==> config.mk <==
export PLATFORM = sky130hd
export DESIGN_NAME = pulse_wave_sound_channel
export DESIGN_NICKNAME = d
export VERILOG_FILES = /design/src/design/pwsc_pkg.sv /design/src/design/pwsc_sweep.sv /design/src/design/pulse_wave_sound_channel.sv
export SDC_FILE = /design/constraint.sdc
export NUM_CORES = 1
export LEC_CHECK = 0
export ABC_AREA = 1
export BUFFER_PORTS_ARGS = -buffer_cell sky130_fd_sc_hd__buf_2
export CORE_UTILIZATION = 45
export DETAILED_ROUTE_END_ITERATION = 10
export HOLD_SLACK_MARGIN = 0.02
export PLACE_DENSITY = 0.57
export REMOVE_ABC_BUFFERS = 1
export SLEW_MARGIN = 20
export SYNTH_ARGS = -nofsm -noshare
export SYNTH_HDL_FRONTEND = slang
export SYNTH_SLANG_ARGS = --single-unit
==> constraint.sdc <==
create_clock -name clk -period 12.4 [get_ports clk]
set_input_delay 2.48 -clock clk [delete_from_list [all_inputs] [get_ports clk]]
set_output_delay 2.48 -clock clk [all_outputs]
set_load 0.01 [all_outputs]
==> src/design/pwsc_pkg.sv <==
`timescale 1ns / 1ps
// ----------------------------------------------------------------------------
// pwsc_pkg - shared definitions for the pulse wave sound channel
// Command codes, register numbers, bit positions and the fixed length and
// duty tables of the channel.
// ----------------------------------------------------------------------------
package pwsc_pkg;

	typedef enum logic [2:0] {
		CMD_WRITE   = 3'd0,
		CMD_TICK    = 3'd1,
		CMD_QUARTER = 3'd2,
		CMD_HALF    = 3'd3,
		CMD_ENABLE  = 3'd4
	} cmd_t;

	typedef enum logic [1:0] {
		REG_CTRL   = 2'd0,
		REG_SWEEP  = 2'd1,
		REG_PER_LO = 2'd2,
		REG_PER_HI = 2'd3
	} reg_t;

	localparam int unsigned PERIOD_W = 11;
	localparam logic [PERIOD_W-1:0] PERIOD_MIN = 11'd8;
	localparam logic [3:0] DECAY_MAX = 4'd15;

	// sweep register bit positions
	localparam int unsigned SWP_ENABLE_BIT = 7;
	localparam int unsigned SWP_NEGATE_BIT = 3;

	typedef struct packed {
		logic [PERIOD_W-1:0] target;
		logic                muted;
	} sweep_t;

	function automatic logic [7:0] length_load(input logic [4:0] idx);
		logic [7:0] v;
		case (idx)
			5'd0:  v = 8'd10;
			5'd1:  v = 8'd254;
			5'd2:  v = 8'd20;
			5'd3:  v = 8'd2;
			5'd4:  v = 8'd40;
			5'd5:  v = 8'd4;
			5'd6:  v = 8'd80;
			5'd7:  v = 8'd6;
			5'd8:  v = 8'd160;
			5'd9:  v = 8'd8;
			5'd10: v = 8'd60;
			5'd11: v = 8'd10;
			5'd12: v = 8'd14;
			5'd13: v = 8'd12;
			5'd14: v = 8'd26;
			5'd15: v = 8'd14;
			5'd16: v = 8'd12;
			5'd17: v = 8'd16;
			5'd18: v = 8'd24;
			5'd19: v = 8'd18;
			5'd20: v = 8'd48;
			5'd21: v = 8'd20;
			5'd22: v = 8'd96;
			5'd23: v = 8'd22;
			5'd24: v = 8'd192;
			5'd25: v = 8'd24;
			5'd26: v = 8'd72;
			5'd27: v = 8'd26;
			5'd28: v = 8'd16;
			5'd29: v = 8'd28;
			5'd30: v = 8'd32;
			default: v = 8'd30;
		endcase
		return v;
	endfunction

	// bit k of the pattern is the output at sequencer step k
	function automatic logic [7:0] duty_pattern(input logic [1:0] sel);
		logic [7:0] v;
		case (sel)
			2'd0: v = 8'h02;
			2'd1: v = 8'h06;
			2'd2: v = 8'h1E;
			default: v = 8'hF9;
		endcase
		return v;
	endfunction

endpackage

==> src/design/pwsc_sweep.sv <==
`timescale 1ns / 1ps
// ----------------------------------------------------------------------------
// pwsc_sweep - sweep target and period mute
// Shifts the period, adds or subtracts it, and flags a mute when the period
// is too small or the target overflows 11 bits.
// ----------------------------------------------------------------------------
module pwsc_sweep (
	input  logic [pwsc_pkg::PERIOD_W-1:0] period,
	input  logic [7:0]                    settings,
	input  logic                          second_channel,
	output pwsc_pkg::sweep_t              sweep
);

	logic [pwsc_pkg::PERIOD_W-1:0] change;
	logic [pwsc_pkg::PERIOD_W:0]   sum;
	logic                          negate;

	always_comb begin
		change = period >> settings[2:0];
		negate = settings[pwsc_pkg::SWP_NEGATE_BIT];
		if (negate) begin
			// first channel subtracts one more (ones' complement)
			sum = {1'b0, period} - {1'b0, change} - {{pwsc_pkg::PERIOD_W{1'b0}}, ~second_channel};
		end else begin
			sum = {1'b0, period} + {1'b0, change};
		end
		sweep.target = sum[pwsc_pkg::PERIOD_W-1:0];
		// a negative target never mutes
		sweep.muted = (period < pwsc_pkg::PERIOD_MIN) || (!negate && sum[pwsc_pkg::PERIOD_W]);
	end

endmodule

==> src/design/pulse_wave_sound_channel.sv <==
`timescale 1ns / 1ps
// ----------------------------------------------------------------------------
// pulse_wave_sound_channel - square-wave sound channel
// Channel registers, period timer, duty sequencer, length counter, sweep and
// decay envelope, with one sample result per request.
// ----------------------------------------------------------------------------
// One request is taken every clock while in_stall is low. A request is
// captured in an input register, applied to the channel state by one pass
// of short logic once the output can take it, and its result lands in
// the output register with out_valid set. A stalled result blocks new requests
// only once the input register is also full. Writes to second_channel are
// taken at any time (cfg_ready is always high) and belong between requests.
module pulse_wave_sound_channel (
	input  logic       clk,
	input  logic       arst_n,

	input  logic       cfg_valid,
	output logic       cfg_ready,
	input  logic       cfg_data,

	input  logic       in_valid,
	output logic       in_stall,
	input  logic [2:0] command,
	input  logic [1:0] reg_index,
	input  logic [7:0] reg_value,
	input  logic       enable_value,

	output logic       out_valid,
	input  logic       out_stall,
	output logic [3:0] sample,
	output logic       length_active
);

	localparam int unsigned PW = pwsc_pkg::PERIOD_W;

	logic second_channel_q;

	// input stage
	logic       valid_s1;
	logic [2:0] command_s1;
	logic [1:0] reg_index_s1;
	logic [7:0] reg_value_s1;
	logic       enable_value_s1;

	// channel state
	logic [1:0]    duty_select_q, duty_select_d;
	logic          loop_halt_q, loop_halt_d;
	logic          const_vol_q, const_vol_d;
	logic [3:0]    volume_q, volume_d;
	logic [7:0]    sweep_set_q, sweep_set_d;
	logic          sweep_reload_q, sweep_reload_d;
	logic [2:0]    sweep_div_q, sweep_div_d;
	logic [PW-1:0] period_q, period_d;
	logic [PW-1:0] timer_q, timer_d;
	logic [2:0]    step_q, step_d;
	logic          phase_q, phase_d;
	logic [7:0]    length_q, length_d;
	logic          enabled_q, enabled_d;
	logic          env_start_q, env_start_d;
	logic [3:0]    env_div_q, env_div_d;
	logic [3:0]    decay_q, decay_d;

	// output stage
	logic       out_valid_q;
	logic [3:0] sample_q;
	logic       length_active_q;

	logic             move;
	pwsc_pkg::sweep_t sweep_cur, sweep_nxt;
	logic [7:0]       duty_bits;
	logic [3:0]       sample_d;

	assign cfg_ready = 1'b1;
	assign move      = valid_s1 && (!out_valid_q || !out_stall);
	assign in_stall  = valid_s1 && !move;

	always_ff @(posedge clk or negedge arst_n) begin
		if (!arst_n) begin
			second_channel_q <= 1'b0;
		end else if (cfg_valid && cfg_ready) begin
			second_channel_q <= cfg_data;
		end
	end

	always_ff @(posedge clk or negedge arst_n) begin
		if (!arst_n) begin
			valid_s1 <= 1'b0;
		end else if (!in_stall) begin
			valid_s1 <= in_valid;
		end
	end

	always_ff @(posedge clk) begin
		if (!in_stall && in_valid) begin
			command_s1      <= command;
			reg_index_s1    <= reg_index;
			reg_value_s1    <= reg_value;
			enable_value_s1 <= enable_value;
		end
	end

	pwsc_sweep u_sweep_cur (
		.period         (period_q),
		.settings       (sweep_set_q),
		.second_channel (second_channel_q),
		.sweep          (sweep_cur)
	);

	always_comb begin
		duty_select_d  = duty_select_q;
		loop_halt_d    = loop_halt_q;
		const_vol_d    = const_vol_q;
		volume_d       = volume_q;
		sweep_set_d    = sweep_set_q;
		sweep_reload_d = sweep_reload_q;
		sweep_div_d    = sweep_div_q;
		period_d       = period_q;
		timer_d        = timer_q;
		step_d         = step_q;
		phase_d        = phase_q;
		length_d       = length_q;
		enabled_d      = enabled_q;
		env_start_d    = env_start_q;
		env_div_d      = env_div_q;
		decay_d        = decay_q;

		case (command_s1)
			pwsc_pkg::CMD_WRITE: begin
				case (reg_index_s1)
					pwsc_pkg::REG_CTRL: begin
						duty_select_d = reg_value_s1[7:6];
						loop_halt_d   = reg_value_s1[5];
						const_vol_d   = reg_value_s1[4];
						volume_d      = reg_value_s1[3:0];
					end
					pwsc_pkg::REG_SWEEP: begin
						sweep_set_d    = reg_value_s1;
						sweep_reload_d = 1'b1;
					end
					pwsc_pkg::REG_PER_LO: begin
						period_d = {period_q[PW-1:8], reg_value_s1};
					end
					default: begin
						period_d    = {reg_value_s1[2:0], period_q[7:0]};
						timer_d     = {reg_value_s1[2:0], period_q[7:0]};
						step_d      = 3'd0;
						env_start_d = 1'b1;
						if (enabled_q) begin
							length_d = pwsc_pkg::length_load(reg_value_s1[7:3]);
						end
					end
				endcase
			end
			pwsc_pkg::CMD_TICK: begin
				phase_d = ~phase_q;
				// clock the timer on every second tick
				if (!phase_q) begin
					if (timer_q == '0) begin
						timer_d = period_q;
						step_d  = step_q + 3'd1;
					end else begin
						timer_d = timer_q - {{(PW-1){1'b0}}, 1'b1};
					end
				end
			end
			pwsc_pkg::CMD_QUARTER: begin
				if (env_start_q) begin
					env_start_d = 1'b0;
					decay_d     = pwsc_pkg::DECAY_MAX;
					env_div_d   = volume_q;
				end else if (env_div_q == 4'd0) begin
					env_div_d = volume_q;
					if (decay_q != 4'd0) begin
						decay_d = decay_q - 4'd1;
					end else if (loop_halt_q) begin
						decay_d = pwsc_pkg::DECAY_MAX;
					end
				end else begin
					env_div_d = env_div_q - 4'd1;
				end
			end
			pwsc_pkg::CMD_HALF: begin
				if (length_q != 8'd0 && !loop_halt_q) begin
					length_d = length_q - 8'd1;
				end
				if (sweep_div_q == 3'd0 && sweep_set_q[pwsc_pkg::SWP_ENABLE_BIT]
						&& sweep_set_q[2:0] != 3'd0 && !sweep_cur.muted) begin
					period_d = sweep_cur.target;
				end
				if (sweep_div_q == 3'd0 || sweep_reload_q) begin
					sweep_div_d    = sweep_set_q[6:4];
					sweep_reload_d = 1'b0;
				end else begin
					sweep_div_d = sweep_div_q - 3'd1;
				end
			end
			pwsc_pkg::CMD_ENABLE: begin
				enabled_d = enable_value_s1;
				if (!enable_value_s1) begin
					length_d = 8'd0;
				end
			end
			default: begin
			end
		endcase
	end

	pwsc_sweep u_sweep_nxt (
		.period         (period_d),
		.settings       (sweep_set_d),
		.second_channel (second_channel_q),
		.sweep          (sweep_nxt)
	);

	always_comb begin
		duty_bits = pwsc_pkg::duty_pattern(duty_select_d);
		sample_d  = 4'd0;
		if (!sweep_nxt.muted && duty_bits[step_d] && length_d != 8'd0) begin
			sample_d = const_vol_d ? volume_d : decay_d;
		end
	end

	always_ff @(posedge clk or negedge arst_n) begin
		if (!arst_n) begin
			duty_select_q  <= '0;
			loop_halt_q    <= 1'b0;
			const_vol_q    <= 1'b0;
			volume_q       <= '0;
			sweep_set_q    <= '0;
			sweep_reload_q <= 1'b0;
			sweep_div_q    <= '0;
			period_q       <= '0;
			timer_q        <= '0;
			step_q         <= '0;
			phase_q        <= 1'b0;
			length_q       <= '0;
			enabled_q      <= 1'b0;
			env_start_q    <= 1'b0;
			env_div_q      <= '0;
			decay_q        <= '0;
		end else if (move) begin
			duty_select_q  <= duty_select_d;
			loop_halt_q    <= loop_halt_d;
			const_vol_q    <= const_vol_d;
			volume_q       <= volume_d;
			sweep_set_q    <= sweep_set_d;
			sweep_reload_q <= sweep_reload_d;
			sweep_div_q    <= sweep_div_d;
			period_q       <= period_d;
			timer_q        <= timer_d;
			step_q         <= step_d;
			phase_q        <= phase_d;
			length_q       <= length_d;
			enabled_q      <= enabled_d;
			env_start_q    <= env_start_d;
			env_div_q      <= env_div_d;
			decay_q        <= decay_d;
		end
	end

	always_ff @(posedge clk or negedge arst_n) begin
		if (!arst_n) begin
			out_valid_q <= 1'b0;
		end else if (move) begin
			out_valid_q <= 1'b1;
		end else if (!out_stall) begin
			out_valid_q <= 1'b0;
		end
	end

	always_ff @(posedge clk) begin
		if (move) begin
			sample_q        <= sample_d;
			length_active_q <= (length_d != 8'd0);
		end
	end

	assign out_valid     = out_valid_q;
	assign sample        = sample_q;
	assign length_active = length_active_q;

`ifndef SYNTHESIS
	a_stall_needs_request: assert property (@(posedge clk) disable iff (!arst_n)
		in_stall |-> valid_s1)
		else $error("input stalled with empty input stage");

	a_move_gives_result: assert property (@(posedge clk) disable iff (!arst_n)
		move |=> out_valid_q)
		else $error("applied request produced no result");

	a_silent_without_length: assert property (@(posedge clk) disable iff (!arst_n)
		(out_valid_q && !length_active_q) |-> (sample_q == 4'd0))
		else $error("nonzero sample with length counter at zero");

	a_disabled_no_length: assert property (@(posedge clk) disable iff (!arst_n)
		!enabled_q |-> (length_q == 8'd0))
		else $error("length counter loaded while channel disabled");
`endif

endmodule

==> impl_results.md <==
- Required @ worst endpoint: 12.61 ns
- Yosys reg bits: 93
- GR Util All Layers: 25.3%
- Longest Clk Path Bufs: 2
- Synth area leaders: dfrtp_1, nand2_1, ha_1
- Area occupied by multi-input gates: 4630 um^2
- Grt ovf: 0
- Antenna cells: 0
- Worst Hold Class: reg2reg
- ANT nets after route: 0
- Multiplexer share of the synthesized area: 0.255%
- EDFF count, synth: 19
- Antenna violations before repair: 0
- Port Buffer Count: 26
- Final Skew: 0.00789 ns
- Final TNS setup: 0 ns
- Switch Pwr: 1.06 mW
- Synth Area in XOR/XNOR: 1.34%
- CTS Sinks: 93
- Final Power: 2.07 mW
- Dominant cell type by area after synthesis: dfrtp_1
- First-pass GRT wire length: about 35000 um
- Critical Path Max Stage Delay: 0.77 ns
- Max-cap violations: 0
- FF/Latch Area: 2390 um^2
- Total Wirelength: ~22000 um
- Synthesized cell area: 7850 um^2
- Vias in the first global route: 6783
- Place WS: ~7 ns
- Clk pin slew, worst setup/hold paths: 0.07 ns
- Slew @ Worst Pin: 1.05 ns
- Via count: 7394
- Simple-Gate Fraction of Synth Area: 28.1%
- Ys Warns: 0
- CP dominant cell by count: nand2_1
- IO Pins: 28
- Static Leak: 4.11 nW
- RSZ-0062 raised after global routing: false
- CTS tree: yes
- Nets@finish: 1243
- List of most frequent post-synthesis cells: nand2_1, inv_1, o21ai_0
- Net Sw Frac: between 50% and 60%
- Post-cts gate resize count: 0
- Die W: 134 um
- Share of cells above drive strength 1: 10.2%
- Outcome: finished clean
- Register area share after synthesis: 30.4%
- Detailed Routing Iterations Pass 1: 5
- Num rows: 47
- Final setup margin: between 6 and 7 ns
- Synth-to-Final Area Change: 7.66%
- Compound-Gate Fraction of Synth Area: about a fifth
- Max Slew Vio Count: 0
- DRT iter0 DRCs: 546
- Final worst-path cycle share: between 40% and 50%
- Pint: slightly above 1 mW
- Most used DFF post-synth: dfrtp_1
- Number of CTS-inserted buffers: 9
- Clock Power Share: 13.7%
- GPL Wtd Cong: ~0.91
- Core area: 16800 um^2
- Highest clock rate: 185 MHz
- Most frequent cell after synthesis: nand2_1
- Post-Syn Area per Cell: between 6 and 7 um^2
- Worst slew margin: 30.1%
- Routed WL per cell: 15.6 um
- Hold Fails Final Rpt: 0
- Post-Syn Instances: ~1.2k
- Startpoint types: flip-flop
- Arrival @ worst endpoint: 5.62 ns
- Initial Utilization: around 47%
- Fill cells: 1770
- Pwr per Cell Area: 245 nW/um^2
- Clk Latency, worst-skew pair: 0.35 ns
- IR drop worst, VDD: 121 uV
- Minimum clock period: 5.41 ns
- CP endpoint kind: flip-flop
- Synth top area share: 21.4%
- CTS HTree Levels: 3
- Largest net degree at the start of global routing: 68
- Crit Path Category: reg2reg
- Die H: between 100 and 150 um
- Seq pwr share: 25.1%
- Post-CTS Setup Bufs: 0
- Crit-path max FO: 24
- Async SR Flop Fraction: 72.0%
- # hold bufs at CTS: 0
- DRC errors left: 0
- Gate power share: between 60% and 70%
- Die area: around 18000 um^2
- Slowest stage cell, crit path: dfrtp_1
- Worst hold slack: about 0.47 ns
- Via/cell ratio: 5.32
- Final setup vio count: 0
- Dpl hpwl: 16500 um
- Clk root buf: clkbuf_16
- Largest family of logic cells by synthesized area: simple AND/OR/NAND/NOR gates
- Adder-cell share of the synthesized area: a little under a tenth
- Netlist cell types: 53
- Final Core Density: 50.2%
worst paths after layout:
check,start,to,slack [ns],cells after the start
max in group asynchronous,arst_n,env_start_q$_DFFE_PN0P_,9.50,1
min in group asynchronous,arst_n,timer_q[3]$_DFFE_PN0P_,2.29,1
setup / recovery,sweep_set_q[0]$_DFFE_PN0P_,sample[2]$_SDFFCE_PN0P_,6.99,31
setup reg to reg,sweep_set_q[0]$_DFFE_PN0P_,sample[2]$_SDFFCE_PN0P_,6.99,31
hold / removal,valid_s1$_DFFE_PN0N_,out_valid$_DFFE_PN0P_,0.47,2
hold reg to reg,valid_s1$_DFFE_PN0N_,out_valid$_DFFE_PN0P_,0.47,2
metrics by stage:
| stage | std cells | area [um^2] |
|---|---|---|
| finish | 1390 | 8450 |
| global route | 1390 | 8450 |
| global placement | 1374 | 8150 |
| CTS | 1390 | 8450 |
| floorplan | 1125 | 7710 |
| detailed placement | 1374 | 8150 |
power groups by stage:
stage | clock network (mW) | registers, mW | logic, mW
2_1_floorplan | 0 | 0.488 | 0.964
3_3_place_gp | 0 | 0.520 | 1.25
3_5_place_dp | 0 | 0.522 | 1.25
4_1_cts | 0.291 | 0.517 | 1.26
5_1_grt | 0.299 | 0.532 | 1.46
6_report | 0.282 | 0.518 | 1.27
area by class of cell:
class / instances / area share (%)
Inverter: 186 / 8.30
Multi-Input combinational cell: 846 / 54.8
Clock inverter: 6 / 0.800
Timing Repair Buffer: 29 / 1.84
Tap cell: 220 / 3.26
Clock buffer: 10 / 2.71
Sequential cell: 93 / 28.3
cell families (layout without fill, tap and decap cells):
logic type | Yosys count | in the layout
fa+ha+maj | 58 | 58
other cells | 1 | 1
mux | 2 | 2
xor+xnor | 12 | 12
simple gates | 503 | 503
buf+inv | 211 | 231
compound gates | 270 | 270
flops | 93 | 93
worst max-delay path, delay by kind of cell, from the launching register on:
kind / cells / cell delay, ns
simple gates: 15 / 1.26
fa+ha+maj: 3 / 1.07
flops: 1 / 0.77
compound gates: 10 / 1.96
buf+inv: 3 / 0.19
registers in the layout (all words and copies together), names as in the netlist, 2 cells and up, named ones only:
register and cells:
period_q 11, timer_q 11, length_q 8, reg_value_s1 8, sweep_set_q 8, decay_q 4
env_div_q 4, sample 4, volume_q 4, command_s1 3, step_q 3, sweep_div_q 3
duty_select_q 2, reg_index_s1 2
placed cells by master, fill, tap and decap left out, types with 5 or more instances in the layout:
cell and count:
a31oi_1 6, clkbuf_16 9, inv_1 159, o211ai_1 14, xor2_1 10, nand3_2 10
inv_2 20, a21oi_2 5, nor3_1 9, ha_1 55, o22ai_1 14, buf_2 25
o21ai_0 122, or2_2 5, clkinv_1 6, nand3_1 72, o21ai_1 19, o21ai_2 6
nand2_2 14, a21oi_1 56, nor2_1 88, nor2_4 6, dfxtp_1 7, dfrtp_1 67
nand4_1 9, edfxtp_1 19, nand2_1 282
per-layer routing:
metal,up-vias,track usage (%),routed length [um]
li1,3822,-,-
met1,3359,34.7,10300
met2,171,41.3,10000
met3,42,3.48,870
met4,0,7.62,493
met5,-,0,0
(Power assumes the default switching activity.)
